[src/bsfs_pkg.sv]
// Shared types, widths and constants for the Biot-Savart field accumulator.
// No dependencies.
`timescale 1ns / 1ps
`default_nettype none
package bsfs_pkg;
    localparam int FRAC_BITS = 16;
    localparam int WORD_W = 32;
    localparam int ACC_W = 64;
    localparam logic signed [WORD_W-1:0] GAIN_RESET = WORD_W'(100 << FRAC_BITS);

    // queue entry between front and back
    typedef struct packed {
        logic signed [WORD_W-1:0] rx;
        logic signed [WORD_W-1:0] ry;
        logic signed [WORD_W-1:0] rz;
        logic signed [WORD_W-1:0] dx;
        logic signed [WORD_W-1:0] dy;
        logic signed [WORD_W-1:0] dz;
        logic                     r_ovf;
        logic                     last;
    } bsfs_item_t;

    typedef struct packed {
        logic signed [WORD_W-1:0] fx;
        logic signed [WORD_W-1:0] fy;
        logic signed [WORD_W-1:0] fz;
        logic                     sing;
        logic                     ovf;
    } bsfs_result_t;

    localparam int ITEM_W = $bits(bsfs_item_t);
    localparam int RES_W = $bits(bsfs_result_t);
endpackage
`default_nettype wire

[src/bsfs_queue.sv]
// Two-entry queue between front and back.
// Depends on bsfs_pkg.
`timescale 1ns / 1ps
`default_nettype none
module bsfs_queue
(
    input  wire logic                 clk,
    input  wire logic                 rst_n,
    input  wire logic                 wr_valid,
    output logic                      wr_ready,
    input  wire bsfs_pkg::bsfs_item_t wr_item,
    output logic                      rd_valid,
    input  wire logic                 rd_ready,
    output bsfs_pkg::bsfs_item_t      rd_item
);
    import bsfs_pkg::*;

    bsfs_item_t mem_reg [2];
    logic       wp_reg;
    logic       rp_reg;
    logic [1:0] cnt_reg;
    logic       do_wr;
    logic       do_rd;

    assign wr_ready = cnt_reg != 2'd2;
    assign rd_valid = cnt_reg != 2'd0;
    assign rd_item = mem_reg[rp_reg];
    assign do_wr = wr_valid && wr_ready;
    assign do_rd = rd_valid && rd_ready;

    always_ff @(posedge clk or negedge rst_n)
    begin
        if (!rst_n)
        begin
            wp_reg <= 1'b0;
            rp_reg <= 1'b0;
            cnt_reg <= 2'd0;
        end
        else
        begin
            if (do_wr)
                wp_reg <= !wp_reg;
            if (do_rd)
                rp_reg <= !rp_reg;
            cnt_reg <= cnt_reg + 2'(do_wr) - 2'(do_rd);
        end
    end

    always_ff @(posedge clk)
    begin
        if (do_wr)
            mem_reg[wp_reg] <= wr_item;
    end
endmodule
`default_nettype wire

[config.mk]
export PLATFORM = sky130hd
export DESIGN_NAME = bsfs_queue
export DESIGN_NICKNAME = d
export VERILOG_FILES = /design/src/bsfs_pkg.sv /design/src/bsfs_queue.sv
export SDC_FILE = /design/constraint.sdc
export NUM_CORES = 1
export LEC_CHECK = 0
export ABC_AREA = 0
export BUFFER_PORTS_ARGS = -buffer_cell sky130_fd_sc_hd__buf_2
export CAP_MARGIN = 20
export CORE_MARGIN = 5
export CORE_UTILIZATION = 45
export DETAILED_ROUTE_END_ITERATION = 10
export PLACE_DENSITY = 0.8
export SLEW_MARGIN = 20
export SYNTH_ARGS = -nofsm -noshare
export SYNTH_HDL_FRONTEND = slang
export SYNTH_SLANG_ARGS = --single-unit
[constraint.sdc]
create_clock -name clk -period 12.86 [get_ports clk]
set_clock_uncertainty 0.1 [all_clocks]
set_input_delay 2.572 -clock clk [delete_from_list [all_inputs] [get_ports clk]]
set_output_delay 2.572 -clock clk [all_outputs]
set_load 0.005 [all_outputs]
# After elaboration in Yosys (flattened, before gate mapping)
# Memory sizes are Yosys's and may differ from the RTL's.
# Index checks and enable logic that the tools add are counted.
# word_totals
register_bits	4
ramBits	388
word_cells	14
memories	1
inputBits	198
output_inout_bits	196
# memory_table
memory	words	width	rd	rd_ports_with_merged_regs	write_ports	line	source
mem_reg	2	194	1	0	1	bsfs_queue.sv:18	bsfs_item_t mem_reg [2];
# op_classes
n_reduce_logical	5
add_sub_neg	2
n_mux	2
eq_ne	1
# ops
cell	count
$add A2 B1 Y2	1
$logic_and A1 B1 Y1	2
$logic_not A1 Y1	2
$mux W1	2
$ne A2 B2 Y1 const B	1
$reduce_bool A2 Y1	1
$sub A2 B1 Y2	1

# Depth between registers and ports, before layout
# Gate-level depths: netlist of run 1.
# depth
depth_word	4
ltp_mapped	5
ltp_nobuf	5

# Worst setup path before layout of run 1
# OpenSTA, ideal clock, no wires.
# synth_timing
kind	input -> register
from	input port wr_valid
to	memory mem_reg[0][0] in the netlist's numbering, enable pin
required_time_ns	12.009
cell_stages	2
slack_ns	1.319
arrival_ns	10.690
cell_sequence	nand2_1 -> nor2_1
# synth_via
elab_chain_cells	3
# synth_lines
item	line	source
start, declared	bsfs_queue.sv:9	input wire logic wr_valid,
$logic_and A1 B1 Y1	bsfs_queue.sv:28	assign do_wr = wr_valid && wr_ready;
$mux W1	bsfs_queue.sv:51	if (do_wr)
$mux W1 (not written as such)	bsfs_queue.sv:52	mem_reg[wp_reg] <= wr_item;
end, declared	bsfs_queue.sv:18	
# No other way between the ends.

==> summary.md, run 1 <==
| Metric | Value |
|---|---|
| Status | `complete, no violations` |
| Final WS setup | `6.61 ns` |
| CTS tree | `done` |
| Drt initial violations | `394` |
| TritonRoute pass-1 iters | `4` |
| Crit path launch type | `flop` |
| Max FFs per register | `slightly below 400` |
| WHS Endpoint | `wp_reg$_DFFE_PN0P_` |
| Tot GR Track Use | `15.5%` |
| Setup bufs post-CTS | `0` |
| FMAX | `between 0.15 and 0.2 GHz` |
| Reg-to-reg slack, setup | `9.49 ns` |
| CTS sink count | `392` |
| Pin count of the biggest net entering global routing | `82` |
| Effective utilization at floorplan | `roughly 46%` |
| Layout net count | `1247` |
| CP Buf/Inv Count | `3` |
| Final hold vios | `0` |
| Critical path class | `reg -> out` |
| Mean Syn Cell Area | `23.7 µm²` |
| RSZ-0062 raised after global routing | `false` |
| Inserted Clock Buffers | `40` |
| Crit. End Element | `output pin` |
| Internal Pwr Total | `between 3000 and 4000 µW` |
| Number of port buffers | `393` |
| Sequential share of power | `44.0%` |
| Final setup violation count | `0` |
| Max-Cap Viols | `0` |
| Post-CTS Resized | `0` |
| Final max-slew violation count | `0` |
| Placed Area | `17200 µm²` |
| Pre-CTS setup slack | `7.06 ns` |
| Clock Path Buffers | `3` |
| Clk pin slew, worst setup/hold paths | `0.06 ns` |
| Pwr/cell area | `225 nW/µm²` |
| Worst IR Drop VDD | `0.000158 V` |
| Congestion Overflow GR | `0` |
| Max incr delay on CP | `between 0.9 and 1 ns` |
| Site Rows | `66` |
| Most common cell in the synthesized netlist | `edfxtp_1` |
| Via count | `roughly 7.4k` |
| Most frequent cells after synthesis | `388 x edfxtp_1, 150 x mux2_4, 44 x mux2_2` |
| Die Area | `between 30000 and 40000 µm²` |
| Routed Wire Length | `30.2 mm` |
| CP Max Fanout | `68` |
| Mapped Nets | `a little over 800` |
| Clock latency at the later pin of the worst-skew pair | `0.50 ns` |
| Share of synthesized flip-flops with an asynchronous set or reset | `around 1.0%` |
| Crit path max-delay cell type | `buf_4` |
| CTS Hold Bufs | `0` |
| Post-synthesis cell type count | `19` |
| Core footprint | `32500 µm²` |
| Post-synth EDFFs | `about 390` |
| Delay-heaviest family, CP | `buffers and inverters` |
| I/O Pins | `394` |
| Area growth from synthesis to layout | `24.6%` |
| Worst-Margin Slew | `1.10 ns` |
| Register area share after synthesis | `79.2%` |
| R2R cell count | `5` |
| Slew headroom | `26.5%` |
| Seq cells post-synth | `392` |
| Die Wd | `192 µm` |
| Psw | `1120 µW` |
| Combinational power share | `29.8%` |
| Storage cell area | `11800 µm²` |
| CP arrival | `about 3.6 ns` |
| Setup total negative slack | `0 ns` |
| Syn Inst Count | `approximately 630` |
| Hold Crit Depth | `1` |
| Sw frac | `26.8%` |
| Final Instance Area | `between 15000 and 20000 µm²` |
| Fill cells | `around 2.5k` |
| Clk pwr share | `26.2%` |
| Most used cell, CP | `buf_4` |
| Clock Tree Root | `clkbuf_16` |
| Crit path required time | `10.19 ns` |
| Prevailing post-synth register cell | `edfxtp_1` |
| Routability cong. | `between 0.7 and 0.8` |
| RR Endpoint | `mem_reg[1][177]$_DFFE_PP_` |
| Hold path start | `wp_reg$_DFFE_PN0P_` |
| Share of layout cells above drive strength 1 | `60.8%` |
| Synth top area share | `between 70% and 80%` |
| Final core occ | `a little under three fifths` |
| Crit path time final | `6.25 ns` |
| Yosys warns | `0` |
| H-tree depth | `2` |
| HP Class | `reg -> reg` |
| Post-Syn Area | `14800 µm²` |
| Placed wire-length estimate | `20.8 mm` |
| Top cells by area, synth | `edfxtp_1 78%, mux2_4 15%, mux2_2 3.3%` |
| First-pass GRT wire length | `43.9 mm` |
| Area of the multi-input gates | `2880 µm²` |
| Crit path cell chain | `buf_4, buf_4, mux2_4, buf_2` |
| Lkg Pwr | `0.00731 µW` |
| R2R Path Start | `cnt_reg[0]$_DFF_PN0_` |
| DRC | `0` |
| WL/cell | `a little under 20 µm` |
| Final period utilization | `48.6%` |
| Vias in the first global route | `7831` |
| Initial antenna violation count | `6` |
| Die H | `192 µm` |
| Drt via density | `4.85` |
| Final ANT Viol Nets | `0` |
| Yosys top cell by area | `edfxtp_1` |
==> power groups by stage <==
stage	registers, µW	clock network [µW]	logic [µW]
floorplan	1900	0	836
global placement	1840	0	1240
detailed placement	1860	0	1260
CTS	1840	1120	1260
global route	1860	1170	1330
finish	1830	1090	1240
==> stage by stage <==
step | hold slack, ns | cells | power [µW]
2_1_floorplan | 0.360 | 626 | 2740
3_3_place_gp | 0.448 | 1447 | 3090
3_5_place_dp | 0.457 | 1447 | 3120
4_1_cts | 0.466 | 1518 | 4230
5_1_grt | 0.499 | 1521 | 4360
6_report | 0.463 | 1523 | 4170
==> cell usage in the layout (no fill, tap or decap), types with 2 or more instances in the layout <==
master       n
buf_2      393
buf_4        8
bufinv_16    3
clkbuf_1    11
clkbuf_16   41
clkinv_1     6
clkinv_2     7
clkinv_4     2
dfrtp_1      3
diode_2      4
edfxtp_1   388
mux2_2      44
mux2_4     150
nand2_1      2
nor2_1       2
xnor2_1      3
==> worst register-to-register path, delay by kind of cell (launching register included) <==
| kind | cells | cell delay, ns |
|---|---|---|
| buffers and inverters | 3 | 1.65 |
| and+or+nand+nor | 2 | 0.81 |
| DFF | 1 | 0.43 |
==> logic make-up after synthesis <==
logic type / synth area share, %
DFF: 79.2
xor gates and xnor gates: 0.177
AOI/OAI and AO/OA: 0.160
adders and majority gates: 0.0843
muxes: 18.5
and+or+nand+nor: 0.396
buffers and inverters: 1.50
==> final cells by class <==
type / instances / share of cell area, %
antenna: 4 / 0.0541
timing repair buffer: 402 / 11.1
multi-input combinational: 212 / 15.6
tap: 442 / 2.99
sequential: 392 / 63.6
clock inverter: 19 / 0.934
clock buffer: 52 / 5.77
==> routing by layer <==
metal	GRT usage (%)	vias to the layer above	share of wire (%)
met3	4.67	54	8.1
met5	0	-	0.20
met1	17.9	3683	37
met2	28.0	278	52
met4	4.70	8	2.4
li1	-	3365	-
==> worst max-delay path by stage <==
| stage | startpoint | end | cells past startpoint |
|---|---|---|---|
| final | rp_reg$_DFFE_PN0P_ | rd_item[62] | 4 |
| after global routing | rp_reg$_DFFE_PN0P_ | rd_item[107] | 4 |
| after CTS | rp_reg$_DFFE_PN0P_ | rd_item[183] | 4 |
| after detailed placement | wr_valid | mem_reg[1][111]$_DFFE_PP_ | 4 |
| after global placement | wr_valid | mem_reg[1][64]$_DFFE_PP_ | 4 |
| after floorplan | wr_valid | mem_reg[0][0]$_DFFE_PP_ | 2 |
Power figures use the tool's default switching activity.
==> run 2: changes to the inputs <==
==> constraint.sdc (replaced) <==
create_clock -name clk -period 6.5 [get_ports clk]
set_clock_uncertainty 0.1 [all_clocks]
set_input_delay 1.3 -clock clk [delete_from_list [all_inputs] [get_ports clk]]
set_output_delay 1.3 -clock clk [all_outputs]
set_load 0.005 [all_outputs]
==> run 2 against run 1 <==
Wire length up 0.54%; power up 98%; critical path depth shrank 1; via count barely moved; core utilization is 0.19 points higher; clock power rose by 100%; clock-buffer cell count is 1 lower; hold slack worse by 0.0045 ns; sequential share of layout area decreased by 0.21 points; flip-flop and latch count is the same; non-clock buffer count is the same; global-route usage increased by 0.074 points; critical endpoint is now rd_item[112].
==> summary.md, run 2 (synthesized netlist as in run 1, its figures left out) <==
| Metric | Value |
|---|---|
| Crit. End Element | `output pin` |
| H-tree depth | `2` |
| Area growth from synthesis to layout | `25.0%` |
| Pre-CTS setup slack | `2.88 ns` |
| Clock Path Buffers | `3` |
| I/O Pins | `394` |
| Max FFs per register | `388` |
| Tot GR Track Use | `15.6%` |
| Site Rows | `66` |
| Crit path time final | `4.15 ns` |
| Hold Crit Depth | `1` |
| Drt via density | `about 4.8` |
| CTS tree | `done` |
| Worst-Margin Slew | `0.919 ns` |
| HP Class | `reg -> reg` |
| Setup bufs post-CTS | `0` |
| R2R Path Start | `cnt_reg[0]$_DFF_PN0_` |
| Hold path start | `wp_reg$_DFFE_PN0P_` |
| Commonest non-fill, non-tap cell in the layout | `buf_2` |
| Clock latency at the later pin of the worst-skew pair | `a little over 0.5 ns` |
| Final ANT Viol Nets | `0` |
| Pin count of the biggest net entering global routing | `between 100 and 150` |
| Layout net count | `1248` |
| Inserted Clock Buffers | `41` |
| FMAX | `0.241 GHz` |
| Placed wire-length estimate | `21.1 mm` |
| RR Endpoint | `mem_reg[0][72]$_DFFE_PP_` |
| CP Max Fanout | `55` |
| Number of port buffers | `393` |
| Routed Wire Length | `between 30 and 40 mm` |
| Reg-to-reg slack, setup | `3.83 ns` |
| CP arrival | `2.75 ns` |
| Worst IR Drop VDD | `about 0.00029 V` |
| Status | `complete, no violations` |
| RSZ-0062 raised after global routing | `false` |
| Max-Cap Viols | `0` |
| Via count | `7381` |
| CTS sink count | `392` |
| Share of layout cells above drive strength 1 | `60.8%` |
| Setup total negative slack | `0 ns` |
| R2R cell count | `5` |
| Clock Tree Root | `clkbuf_16` |
| Pwr/cell area | `446 nW/µm²` |
| Final period utilization | `63.9%` |
| Core footprint | `32500 µm²` |
| Post-CTS Resized | `0` |
| CTS Hold Bufs | `0` |
| Drt initial violations | `330` |
| Effective utilization at floorplan | `between 40% and 50%` |
| Die H | `about 190 µm` |
| Slew headroom | `38.7%` |
| TritonRoute pass-1 iters | `4` |
| DRC | `0` |
| Worst setup path endpoint | `rd_item[112]` |
| Die Area | `~37000 µm²` |
| Die Wd | `~190 µm` |
| Crit path required time | `5.10 ns` |
| Final max-slew violation count | `0` |
| Routability cong. | `0.792` |
| Commonest cells after routing, fill and taps aside | `393 x buf_2, 388 x edfxtp_1, 150 x mux2_4` |
| Final setup violation count | `0` |
| Lkg Pwr | `0.00733 µW` |
| Worst hold slack | `0.459 ns` |
| Clk pin slew, worst setup/hold paths | `0.06 ns` |
| Congestion Overflow GR | `0` |
| First-pass GRT wire length | `between 40 and 50 mm` |
| Vias in the first global route | `7932` |
| Initial antenna violation count | `11` |
| Critical path class | `reg -> out` |
| WL/cell | `~20 µm` |
| Final core occ | `57.0%` |
| Crit path launch type | `flop` |
| Final WS setup | `~2.3 ns` |
| Critical Path Start | `rp_reg$_DFFE_PN0P_` |
| Final hold vios | `0` |
-- run 2: cell count changes in the layout (fill, tap and decap cells not counted), sizes merged --
cell | before | now
clkbuf | 52 | 51
clkinv | 15 | 19
bufinv | 3 | 2
diode | 4 | 9
inv | 0 | 3
-- run 2: metal layers --
layer  GRT usage (%)  part of all wire, %  wire length [µm]
met4            5.75                  3.4              1050
met5               0                0.043                13
met2            27.7                   52             15600
met3            5.00                  8.6              2620
met1            17.7                   36             11000
-- run 2: final cells by class --
| cell class | count | area [µm²] |
|---|---|---|
| fill | 2497 | 14000 |
| sequential | 392 | 11800 |
| multi-input combinational | 212 | 2880 |
| timing repair buffer | 402 | 2060 |
| clock buffer | 51 | 1110 |
| tap | 442 | 553 |
| clock inverter | 25 | 179 |
| antenna | 9 | 22.5 |
-- run 2: worst min-delay path by stage --
| stage | end | slack (ns) |
|---|---|---|
| global route | wp_reg$_DFFE_PN0P_ | 0.46 |
| CTS | wp_reg$_DFFE_PN0P_ | 0.46 |
| finish | wp_reg$_DFFE_PN0P_ | 0.46 |
| global placement | wp_reg$_DFFE_PN0P_ | 0.44 |
| floorplan | wp_reg$_DFFE_PN0P_ | 0.41 |
| detailed placement | wp_reg$_DFFE_PN0P_ | 0.44 |
-- run 2: critical path: stages (launching register included) --
cell and delay [ns]:
dfrtp_4 0.98, buf_4 0.66, mux2_4 0.36, buf_2 0.13
-- run 2: stage by stage --
step	cells	total power, µW	cell area (µm²)
2_1_floorplan	626	5350	14900
3_3_place_gp	1448	6100	17200
3_5_place_dp	1448	6160	17200
4_1_cts	1524	8380	18500
5_1_grt	1532	8670	18600
6_report	1533	8270	18600
-- run 2: power by group --
group	internal (µW)	switching, µW
sequential	3460	225
clock	1290	910
combinational	1290	1090
