`config.mk`:
```
export PLATFORM = sky130hd
export DESIGN_NAME = bsfs_front
export DESIGN_NICKNAME = d
export VERILOG_FILES = /design/src/bsfs_pkg.sv /design/src/bsfs_front.sv
export SDC_FILE = /design/constraint.sdc
export NUM_CORES = 1
export LEC_CHECK = 0
export BUFFER_PORTS_ARGS = -buffer_cell sky130_fd_sc_hd__buf_2
export CAP_MARGIN = 20
export CORE_AREA = 2 2 192 194
export CTS_BUF_LIST = sky130_fd_sc_hd__clkbuf_16
export DETAILED_ROUTE_END_ITERATION = 12
export DIE_AREA = 0 0 194 196
export GPL_TIMING_DRIVEN = 0
export PLACE_DENSITY = 0.68
export SLEW_MARGIN = 25
export SYNTH_ARGS = -nofsm -noshare
export SYNTH_HDL_FRONTEND = slang
export SYNTH_SLANG_ARGS = --single-unit
```
`constraint.sdc`:
```
create_clock -name clk -period 7.85 [get_ports clk]
set_input_delay 0 -clock clk [delete_from_list [all_inputs] [get_ports clk]]
set_output_delay 0 -clock clk [all_outputs]
set_load 0.1 [all_outputs]
```
`src/bsfs_pkg.sv`:
```
// Shared types, widths and constants for the Biot-Savart field accumulator.
// No dependencies.
`timescale 1ns / 1ps
`default_nettype none
package bsfs_pkg;
    localparam int FRAC_BITS = 16;
    localparam int WORD_W = 32;
    localparam int ACC_W = 64;
    localparam logic signed [WORD_W-1:0] GAIN_RESET = WORD_W'(100 << FRAC_BITS);

    // queue entry between front and back
    typedef struct packed {
        logic signed [WORD_W-1:0] rx;
        logic signed [WORD_W-1:0] ry;
        logic signed [WORD_W-1:0] rz;
        logic signed [WORD_W-1:0] dx;
        logic signed [WORD_W-1:0] dy;
        logic signed [WORD_W-1:0] dz;
        logic                     r_ovf;
        logic                     last;
    } bsfs_item_t;

    typedef struct packed {
        logic signed [WORD_W-1:0] fx;
        logic signed [WORD_W-1:0] fy;
        logic signed [WORD_W-1:0] fz;
        logic                     sing;
        logic                     ovf;
    } bsfs_result_t;

    localparam int ITEM_W = $bits(bsfs_item_t);
    localparam int RES_W = $bits(bsfs_result_t);
endpackage
`default_nettype wire

```
`src/bsfs_front.sv`:
```
// Front end: accepts input beats, forms saturated r = Q - P.
// Depends on bsfs_pkg.
`timescale 1ns / 1ps
`default_nettype none
module bsfs_front
(
    input  wire logic                      clk,
    input  wire logic                      rst_n,
    input  wire logic                      in_valid,
    output logic                           in_ready,
    input  wire logic [32*9-1:0]           in_data,
    input  wire logic                      in_last,
    output logic                           q_valid,
    input  wire logic                      q_ready,
    output bsfs_pkg::bsfs_item_t           q_item
);
    import bsfs_pkg::*;

    logic                  valid_reg;
    bsfs_item_t            item_reg;
    bsfs_item_t            item_next;
    logic [2:0]            ovf_bits;
    logic signed [WORD_W:0] dif [3];
    logic signed [WORD_W-1:0] rs [3];

    always_comb
    begin
        for (int i = 0; i < 3; i++)
        begin
            dif[i] = {in_data[i*32+31], in_data[i*32 +: 32]}
                   - {in_data[(i+6)*32+31], in_data[(i+6)*32 +: 32]};
            if (dif[i][WORD_W] != dif[i][WORD_W-1])
            begin
                ovf_bits[i] = 1'b1;
                rs[i] = dif[i][WORD_W] ? {1'b1, {(WORD_W-1){1'b0}}}
                                       : {1'b0, {(WORD_W-1){1'b1}}};
            end
            else
            begin
                ovf_bits[i] = 1'b0;
                rs[i] = dif[i][WORD_W-1:0];
            end
        end
        item_next.rx = rs[0];
        item_next.ry = rs[1];
        item_next.rz = rs[2];
        item_next.dx = in_data[3*32 +: 32];
        item_next.dy = in_data[4*32 +: 32];
        item_next.dz = in_data[5*32 +: 32];
        item_next.r_ovf = |ovf_bits;
        item_next.last = in_last;
    end

    assign in_ready = !valid_reg || q_ready;
    assign q_valid = valid_reg;
    assign q_item = item_reg;

    always_ff @(posedge clk or negedge rst_n)
    begin
        if (!rst_n)
            valid_reg <= 1'b0;
        else if (in_ready)
            valid_reg <= in_valid;
    end

    always_ff @(posedge clk)
    begin
        if (in_ready && in_valid)
            item_reg <= item_next;
    end
endmodule
`default_nettype wire

```
**After elaboration in Yosys (flattened, before gate mapping)**

Index checks and enable logic that the tools add are counted.

- Register bits: 195
- Bits in latches: 0
- Bits in writable memories: 0
- Memory bits (read-only): 0
- Output and inout port bits: 196
- Word-level logic and storage cells: 28
- Memories: 0

- Add/sub/neg operators: 3
- Multiply operators: 0
- Divide/modulo/power cells: 0
- $lt $le $gt $ge: 0
- Eq/ne operators: 3
- Shifts and indexed selects: 0
- Multiplexer cells: 9
- Bitwise gates (word level): 0
- Reduce and logical (&&, ||, !) cells: 4

Operator list:

| cell | count |
|---|---|
| $mux W32 | 6 |
| $sub A32 B32 Y33 | 3 |
| $mux W1 | 3 |
| $ne A1 B1 Y1 | 3 |
| $reduce_or A3 Y1 | 1 |
| $logic_and A1 B1 Y1 | 1 |
| $logic_not A1 Y1 | 1 |
| $logic_or A1 B1 Y1 | 1 |

**Longest topological paths before layout**

Gate-level depths: netlist of run 1.

- Depth in word-level cells: 4
- Gate-level depth with buffers: 13
- Mapped depth without buffers: 12

**Worst setup path after synthesis of run 1**

No wires, ideal clock.

- Path type: register -> register
- Start: reg valid_reg, in the netlist q_valid
- End: reg item_reg (netlist bit q_item[0]) (enable)
- Library setup time: 576 ps
- Arrival: 6186 ps
- Setup slack: 1087 ps
- Cell stages (with the launch flop): 3
- Path buffers: 0
- Clock period less this slack: 6763 ps
- Path through: dfrtp_1 nand2b_1 and2_1

- Word-level cells in the longest chain between the ends: 3

RTL lines:

| element | line | RTL |
|---|---|---|
| start: declaration | bsfs_front.sv:19 | `logic valid_reg;` |
| start signal: assignment | bsfs_front.sv:63 | `valid_reg <= in_valid;` |
| $logic_not A1 Y1 | bsfs_front.sv:54 | `assign in_ready = !valid_reg \|\| q_ready;` |
| $logic_or A1 B1 Y1 | bsfs_front.sv:54 |  |
| via in_ready | bsfs_front.sv:10 | `output logic in_ready,` |
| $logic_and A1 B1 Y1 | bsfs_front.sv:68 | `if (in_ready && in_valid)` |
| end signal: assignment | bsfs_front.sv:69 | `item_reg <= item_next;` |
| end: declaration | bsfs_front.sv:20 | `bsfs_item_t item_reg;` |

The timed path passes the listed nets, and every way through them passes these cells.
A chain may end at the register's enable or synchronous reset.

==> results of run 1 <==
==> timing repair <==
item,4_1_cts,5_1_grt
gates resized for setup,0,0
endpoints found under the hold margin,100,0
hold buffers,102,0
==> power by group through the flow <==
stage | registers, W | clock network [W] | logic (W)
finish | 0.00132 | 0.000970 | 0.00167
floorplan | 0.00203 | 0 | 0.000583
global route | 0.00133 | 0.00103 | 0.00177
CTS | 0.00132 | 0.000995 | 0.00166
global placement | 0.00135 | 0 | 0.00160
detailed placement | 0.00134 | 0 | 0.00162
==> synthesized netlist by cell type, drive strengths merged, types with 6 or more instances <==
| cell | number | area, µm² |
|---|---|---|
| o21a | 30 | 225 |
| o21ai | 67 | 339 |
| nor2 | 64 | 240 |
| ha | 96 | 1200 |
| edfxtp | 194 | 5830 |
| nand4 | 15 | 93.8 |
| xnor2 | 51 | 465 |
| nor3 | 15 | 75.1 |
| nand3 | 16 | 80.1 |
| a21o | 51 | 384 |
| maj3 | 30 | 329 |
| and2 | 10 | 62.6 |
| a211oi | 17 | 150 |
| and3 | 16 | 110 |
| nand2b | 19 | 119 |
| a21oi | 113 | 584 |
| buf | 21 | 145 |
| a31oi | 8 | 56.3 |
| o21bai | 11 | 82.6 |
| nand2 | 67 | 259 |
| nor4 | 8 | 56.3 |
| o211ai | 6 | 45.0 |
| o31ai | 8 | 60.1 |
| inv | 124 | 465 |
| xor2 | 32 | 288 |
| clkbuf | 20 | 75.1 |
| o2bb2ai | 7 | 61.3 |
==> layer usage <==
metal	global-route usage, %	part of all wire, %	wire [µm]
met1	26.1	42	17500
met2	36.2	49	20300
met3	4.85	6.4	2670
met4	8.14	2.5	1050
met5	0	0.031	13
==> worst max-delay path, stage by stage <==
cell and delay [ps]:
sky130_fd_sc_hd__dlygate4sd3_1 520, sky130_fd_sc_hd__buf_2 100, sky130_fd_sc_hd__ha_1 140, sky130_fd_sc_hd__inv_1 50, sky130_fd_sc_hd__fa_1 430, sky130_fd_sc_hd__a211oi_1 310
sky130_fd_sc_hd__o21a_1 210, sky130_fd_sc_hd__o31ai_1 140, sky130_fd_sc_hd__a211oi_1 360, sky130_fd_sc_hd__a21o_1 220, sky130_fd_sc_hd__o21bai_1 90, sky130_fd_sc_hd__xnor2_1 570
sky130_fd_sc_hd__o21ai_0 420
==> metrics by stage <==
stage	util, %	setup WS [ps]
3_3_place_gp	43.5	363
6_report	48.4	4400
3_5_place_dp	43.7	4330
4_1_cts	48.4	4380
5_1_grt	48.4	4140
2_1_floorplan	-	1090
==> state kept, by name (all words and copies together) (netlist names) <==
register	count
q_valid	1
q_item	194
==> kinds of logic (layout without fill, tap and decap cells) <==
group	Yosys count	count (layout)	share of synthesized area [%]
mux	9	9	0.751
buf+inv	165	790	5.41
simple gates	249	249	9.71
flops	195	195	46.2
other cells	0	9	0
compound gates	368	368	19.4
fa+ha+maj	129	129	12.6
xor+xnor	83	83	5.95
==> cell type report <==
cell class	instances	area (µm²)
Fill cell	3312	18600
Buffer	41	220
Inverter	124	465
Clock inverter	15	224
Sequential cell	195	5850
Multi-Input combinational cell	838	6130
Tap cell	468	586
Timing Repair Buffer	593	3550
Clock buffer	17	425
Antenna cell	9	22.5
==> worst paths after layout <==
kind | from | to | slack (ps) | cells after the start
worst max-delay path | in_data[192] | q_item[189] | 4400 | 13
worst min-delay path | in_data[33] | q_item[131] | 70 | 3
worst max register to register | q_valid | q_item[120] | 5650 | 4
worst min register to register | q_valid | q_item[9] | 1110 | 2
max in group asynchronous | rst_n | q_valid | 7390 | 3
min in group asynchronous | rst_n | q_valid | 360 | 3
==> metrics.log, run 1 <==
INFO  metric pin_count = approximately 500
INFO  metric placed_cells = about 2.2k
INFO  metric coreArea = ~36000 µm²
INFO  metric worstSetupStartpointType = input port
INFO  metric ys.warnings.count = 0
INFO  metric p_sw_share = around 44%
INFO  metric synth-edff-count = 194
INFO  metric outcome = complete, no violations
INFO  metric netSwitchingPower = between 0.0015 and 0.002 W
INFO  metric synth.avg_cell_area = roughly 11 µm²
INFO  metric wl_per_cell = 18.1 µm
INFO  metric first_global_vias = between 10k and 15k
INFO  metric setup_viol = 0
INFO  metric clk_pin_slew_worst_paths = approximately 90 ps
INFO  metric portBuffers = 488
INFO  metric cts_inserted_buffers = 17
INFO  metric share_comb_of_total_power = a little over two fifths
INFO  metric worst_ep_required_time = ~8000 ps
INFO  metric ctsHtreeMaxLevel = 4
INFO  metric first_pass_grt_wire_length = around 63000 µm
INFO  metric tightest_slew = roughly 700 ps
INFO  metric die_width = 194 µm
INFO  metric routed_wl = between 40000 and 50000 µm
INFO  metric max-cap-violations = 0
INFO  metric cts-root-to-sink-buffers = 2
INFO  metric route.vias.total = about 12k
INFO  metric synthFlopType = sky130_fd_sc_hd__edfxtp_1
INFO  metric globalRouteOverflowTotal = 0
INFO  metric initial_core_util = a little over a third
INFO  metric design_power_total = 0.00396 W
INFO  metric worstSetupPathType = input port to flip-flop
INFO  metric drt-pass1-iter-count = 5
INFO  metric layoutNonFillerInstCount = around 2.3k
INFO  metric viasPerCell = about 5.0
INFO  metric mostFrequentLayoutCell = sky130_fd_sc_hd__buf_2
INFO  metric cts_tree = yes
INFO  metric row_count = 70
INFO  metric cp-end-kind = flip-flop
INFO  metric post-dp-hpwl = 32200 µm
INFO  metric power_dens_cells = 226 nW/µm²
INFO  metric max_slew_margin = a little over half
INFO  metric synth-seq-cells = 195
INFO  metric syn_area = between 10000 and 15000 µm²
INFO  metric postSynth.asyncResetShare = less than 1%
INFO  metric synthToLayoutAreaGrowth = 37.9%
INFO  metric rsz0062_at_grt = no
INFO  metric clkSinkCount = 195
INFO  metric whs = ~66 ps
INFO  metric fin_nets = ~2.2k
INFO  metric cts_root_buf = sky130_fd_sc_hd__clkbuf_16
INFO  metric post_route_cells_drive_above_1_share = 32.9%
INFO  metric antenna_violations_before_repair = 10
INFO  metric global_route.usage.total = 21.2%
INFO  metric final.setup_skew = ~16 ps
INFO  metric netlist-cell-type-count = just over 80
INFO  metric final-hold-violation-count = 0
INFO  metric critPathArrivalTime = between 3000 and 4000 ps
INFO  metric pins_over_their_slew_limit = 0
INFO  metric synthCells = about 1.2k
INFO  metric irDropWorstVdd = ~0.16 mV
INFO  metric final_min_period_over_clock_period = a little over two fifths
INFO  metric gp_routability_congestion = just over 0.9
INFO  metric clock_power_share = between 20% and 30%
INFO  metric chipHeight = 196 µm
INFO  metric sequentialPowerShare = 33.3%
INFO  metric power.leakage = 7.92 nW
INFO  metric post_detailed_route_count_of_antenna_violating_nets = 0
INFO  metric grt_start_max_net_pins = between 50 and 60
INFO  metric clk-insertion-delay-late = 460 ps
INFO  metric leading_cell_types_in_the_layout_fill_and_taps_excluded = sky130_fd_sc_hd__buf_2 (502), sky130_fd_sc_hd__edfxtp_1 (194), sky130_fd_sc_hd__inv_1 (124)
INFO  metric hold_path_class = input port to flip-flop
INFO  metric iteration_0_drc_markers = between 500 and 600
INFO  metric fp.dieArea = approximately 38000 µm²
INFO  metric timing.setup.tns = 0 ps
INFO  metric drc_violations = 0
INFO  metric max_freq = a little under 0.3 GHz
INFO  metric postCtsSetupRepairBufs = 0
INFO  metric final_design_area_no_fill = about 17000 µm²
INFO  metric critPathMaxFanout = 7
INFO  metric power.internal = 0.00220 W
INFO  metric finalCriticalPeriod = 3450 ps
INFO  metric post_dp_cell_area = ~16000 µm²
INFO  metric synth_nets = around 1.6k
INFO  metric synth.yosys.seq_area_share = a little under half
Power figures use the tool's default switching activity.
==> run 2, diff against run 1 <==
--- a/config.mk
+++ b/config.mk
@@ -5,14 +5,15 @@
 export SDC_FILE = /design/constraint.sdc
 export NUM_CORES = 1
 export LEC_CHECK = 0
+export ABC_AREA = 1
 export BUFFER_PORTS_ARGS = -buffer_cell sky130_fd_sc_hd__buf_2
 export CAP_MARGIN = 20
-export CORE_AREA = 2 2 192 194
+export CORE_AREA = 2 2 189 191
 export CTS_BUF_LIST = sky130_fd_sc_hd__clkbuf_16
 export DETAILED_ROUTE_END_ITERATION = 12
-export DIE_AREA = 0 0 194 196
+export DIE_AREA = 0 0 191 193
 export GPL_TIMING_DRIVEN = 0
-export PLACE_DENSITY = 0.68
+export PLACE_DENSITY = 0.74
 export SLEW_MARGIN = 25
 export SYNTH_ARGS = -nofsm -noshare
 export SYNTH_HDL_FRONTEND = slang
==> constraint.sdc (replaced) <==
create_clock -name clk -period 3.1 [get_ports clk]
set_input_delay 0 -clock clk [delete_from_list [all_inputs] [get_ports clk]]
set_output_delay 0 -clock clk [all_outputs]
set_load 0.1 [all_outputs]
==> run 2 against run 1 <==
Net effect:
- first-iteration DRC count grew 48%
- combinational power rose to 2.7 times the previous value
- via count up 13%
- sequential cell count unchanged
- routed wire length grew 8.8%
- power grew to 2.5 times the previous value
- die area fell by 3.1%
- largest power group unchanged
==> metrics.log, run 2 <==
INFO  metric final-hold-violation-count = 0
INFO  metric timing.final.ws_setup = around 540 ps
INFO  metric whs = 31.5 ps
INFO  metric netSwitchingPower = ~0.0045 W
INFO  metric netlist-cell-type-count = 36
INFO  metric cts_tree = yes
INFO  metric layoutNonFillerInstCount = around 2.7k
INFO  metric setup_viol = 0
INFO  metric tightest_slew = about 600 ps
INFO  metric synth_top_area_share = 43.8%
INFO  metric max_slew_margin = approximately three fifths
INFO  metric pins_over_their_slew_limit = 0
INFO  metric grt_start_max_net_pins = 26
INFO  metric synthFlopType = sky130_fd_sc_hd__edfxtp_1
INFO  metric worstSetupStartpointType = input port
INFO  metric syn_area = ~13000 µm²
INFO  metric chipHeight = ~190 µm
INFO  metric yosysMostFrequentCell = sky130_fd_sc_hd__nand2_1
INFO  metric clkSinkCount = just under 200
INFO  metric synth_area_leaders = sky130_fd_sc_hd__edfxtp_1 (44%), sky130_fd_sc_hd__nand2_1 (16%), sky130_fd_sc_hd__ha_1 (9.0%)
INFO  metric finalCriticalPeriod = 2560 ps
INFO  metric post_route_cells_drive_above_1_share = between 20% and 30%
INFO  metric max_freq = 0.391 GHz
INFO  metric synthToLayoutAreaGrowth = 36.8%
INFO  metric hold_path_class = input port to flip-flop
INFO  metric ys.warnings.count = 0
INFO  metric dp_slack = around 630 ps
INFO  metric power.internal = 0.00543 W
INFO  metric drc_violations = 0
INFO  metric cts-root-to-sink-buffers = 2
INFO  metric irDropWorstVdd = around 0.38 mV
INFO  metric routed_wl = 45200 µm
INFO  metric worstSetupPathType = input port to flip-flop
INFO  metric synth_top_area_cell = sky130_fd_sc_hd__edfxtp_1
INFO  metric gp_routability_congestion = around 0.96
INFO  metric route.vias.total = ~13k
INFO  metric critPathArrivalTime = about 2800 ps
INFO  metric max-cap-violations = 0
INFO  metric synth-seq-cells = slightly below 200
INFO  metric fin_nets = 2650
INFO  metric reg2reg_slack = ~860 ps
INFO  metric largest_register_ffs = approximately 190
INFO  metric synthCells = 1638
INFO  metric sequentialPowerShare = 33.6%
INFO  metric row_count = between 60 and 70
INFO  metric die_width = 191 µm
INFO  metric power_dens_cells = 547 nW/µm²
INFO  metric global_route.usage.total = between 20% and 30%
INFO  metric synth.avg_cell_area = just over 8 µm²
INFO  metric post_detailed_route_count_of_antenna_violating_nets = 0
INFO  metric num-fill-cells = about 3.3k
INFO  metric leading_cell_types_in_the_layout_fill_and_taps_excluded = sky130_fd_sc_hd__nand2_1 (572), sky130_fd_sc_hd__buf_2 (494), sky130_fd_sc_hd__inv_1 (221)
INFO  metric mostFrequentLayoutCell = sky130_fd_sc_hd__nand2_1
INFO  metric pin_count = 489
INFO  metric first_global_vias = 12.5k
INFO  metric synth-edff-count = between 150 and 200
INFO  metric outcome = complete, no violations
INFO  metric drt-pass1-iter-count = 6
INFO  metric power.leakage = a little over 9 nW
INFO  metric timing.setup.tns = 0 ps
INFO  metric synth.yosys.seq_area_share = 44.0%
INFO  metric post-dp-hpwl = roughly 37000 µm
INFO  metric synth_common_cells = sky130_fd_sc_hd__nand2_1 (572), sky130_fd_sc_hd__inv_1 (221), sky130_fd_sc_hd__edfxtp_1 (194)
INFO  metric cts_inserted_buffers = 17
INFO  metric clk_pin_slew_worst_paths = 80 ps
INFO  metric placed_cells = roughly 2.6k
INFO  metric clock_power_share = between 20 and 25%
INFO  metric critPathMaxFanout = 10
INFO  metric ctsHtreeMaxLevel = 4
INFO  metric fp.dieArea = between 30000 and 40000 µm²
INFO  metric cts_root_buf = sky130_fd_sc_hd__clkbuf_16
INFO  metric viasPerCell = just under 5
INFO  metric share_comb_of_total_power = approximately 45%
INFO  metric final.setup_skew = around 15 ps
INFO  metric synth_nets = slightly above 2k
INFO  metric wl_per_cell = about 17 µm
INFO  metric final_min_period_over_clock_period = between 80% and 90%
INFO  metric initial_core_util = a little under two fifths
INFO  metric rsz0062_at_grt = no
INFO  metric coreArea = ~35000 µm²
INFO  metric postSynth.asyncResetShare = less than 1%
INFO  metric first_pass_grt_wire_length = 66700 µm
INFO  metric worst_ep_required_time = between 3000 and 4000 ps
INFO  metric iteration_0_drc_markers = between 800 and 900
INFO  metric cp-end-kind = flip-flop
INFO  metric p_sw_share = 45.5%
INFO  metric clk-insertion-delay-late = between 400 and 500 ps
INFO  metric globalRouteOverflowTotal = 0
INFO  metric portBuffers = between 400 and 500
INFO  metric antenna_violations_before_repair = 1
==> run 2: changes by cell type in the layout (fill, tap and decap cells not counted), moves of 23 or more <==
cell,change
sky130_fd_sc_hd__maj3_2,-23
sky130_fd_sc_hd__a21o_1,-43
sky130_fd_sc_hd__a21oi_1,-24
sky130_fd_sc_hd__o21a_1,-23
sky130_fd_sc_hd__nor2_1,+63
sky130_fd_sc_hd__nand2_2,+32
sky130_fd_sc_hd__xnor2_1,-32
sky130_fd_sc_hd__nand2_1,+506
sky130_fd_sc_hd__inv_1,+97
sky130_fd_sc_hd__o21ai_0,-30
sky130_fd_sc_hd__nand3_1,+36
==> run 2: cell families (layout without fill, tap and decap cells) <==
group | after synthesis | count (layout) | synth area share (%)
AO/OA/AOI/OAI | 199 | 199 | 9.12
adder cells (fa/ha/maj) | 99 | 99 | 9.47
AND/OR/NAND/NOR | 839 | 839 | 26.0
XOR/XNOR | 61 | 61 | 4.01
flip-flops | 195 | 195 | 44.0
buffers and inverters | 245 | 878 | 7.42
other | 0 | 1 | 0
==> run 2: power by group through the flow <==
stage / logic (W) / clock network, W / registers (W)
2_1_floorplan: 0.00151 / 0 / 0.00520
3_3_place_gp: 0.00422 / 0 / 0.00342
3_5_place_dp: 0.00430 / 0 / 0.00340
4_1_cts: 0.00442 / 0.00224 / 0.00335
5_1_grt: 0.00472 / 0.00232 / 0.00337
6_report: 0.00444 / 0.00218 / 0.00335
==> run 2: final timing paths <==
| path | start | end | depth (start not counted) |
|---|---|---|---|
| worst max-delay path | in_data[192] | q_item[189] | 17 |
| worst min-delay path | in_data[224] | q_item[130] | 3 |
| worst max register to register | q_valid | q_item[182] | 6 |
| worst min register to register | q_valid | q_item[95] | 1 |
| max in group asynchronous | rst_n | q_valid | 3 |
| min in group asynchronous | rst_n | q_valid | 3 |
==> run 2: worst max-delay path, cell delays in order <==
cell                            delay [ps]
sky130_fd_sc_hd__dlygate4sd3_1         530
sky130_fd_sc_hd__buf_2                 110
sky130_fd_sc_hd__ha_1                  240
sky130_fd_sc_hd__inv_1                 110
sky130_fd_sc_hd__fa_1                  400
sky130_fd_sc_hd__nand2_1                80
sky130_fd_sc_hd__nand2_1                70
sky130_fd_sc_hd__nand3_1               110
sky130_fd_sc_hd__nand2_1               110
sky130_fd_sc_hd__nand2_1               110
sky130_fd_sc_hd__nand2_2                80
sky130_fd_sc_hd__nand2_1               110
sky130_fd_sc_hd__nand2_1                80
sky130_fd_sc_hd__nand2_1                80
sky130_fd_sc_hd__nand2_2               100
sky130_fd_sc_hd__nor2_4                350
sky130_fd_sc_hd__o21ai_2                80
==> run 2: cell type report <==
cell class / instances / area (µm²) / share of cell area, %
Antenna cell: 1 / 2.50 / 0.0137
Buffer: 17 / 131 / 0.721
Clock buffer: 17 / 425 / 2.34
Clock inverter: 15 / 144 / 0.790
Inverter: 228 / 856 / 4.70
Multi-Input combinational cell: 1198 / 6480 / 35.6
Sequential cell: 195 / 5850 / 32.1
Tap cell: 461 / 577 / 3.17
Timing Repair Buffer: 601 / 3740 / 20.5
==> run 2: per-layer routing <==
metal  wire length, µm  GRT usage, %
met1             18800          29.5
met2             21400          40.6
met3              3120          3.48
met4              1880          11.0
met5                 0             0
==> run 2: stage by stage <==
step / utilization [%] / power [W] / area, µm²
4_1_cts: 52.1 / 0.0100 / 18200
2_1_floorplan: - / 0.00671 / 13300
3_5_place_dp: 47.5 / 0.00770 / 16600
6_report: 52.1 / 0.00996 / 18200
3_3_place_gp: 46.7 / 0.00765 / 16300
5_1_grt: 52.1 / 0.0104 / 18200
==> run 2: timing repair <==
| action | CTS | global route |
|---|---|---|
| hold buffers | 103 | 0 |
| gates resized for setup | 0 | 0 |
| endpoints found under the hold margin | 101 | 0 |
| endpoints found under the setup margin | 0 | 0 |
| setup buffers | 0 | 0 |
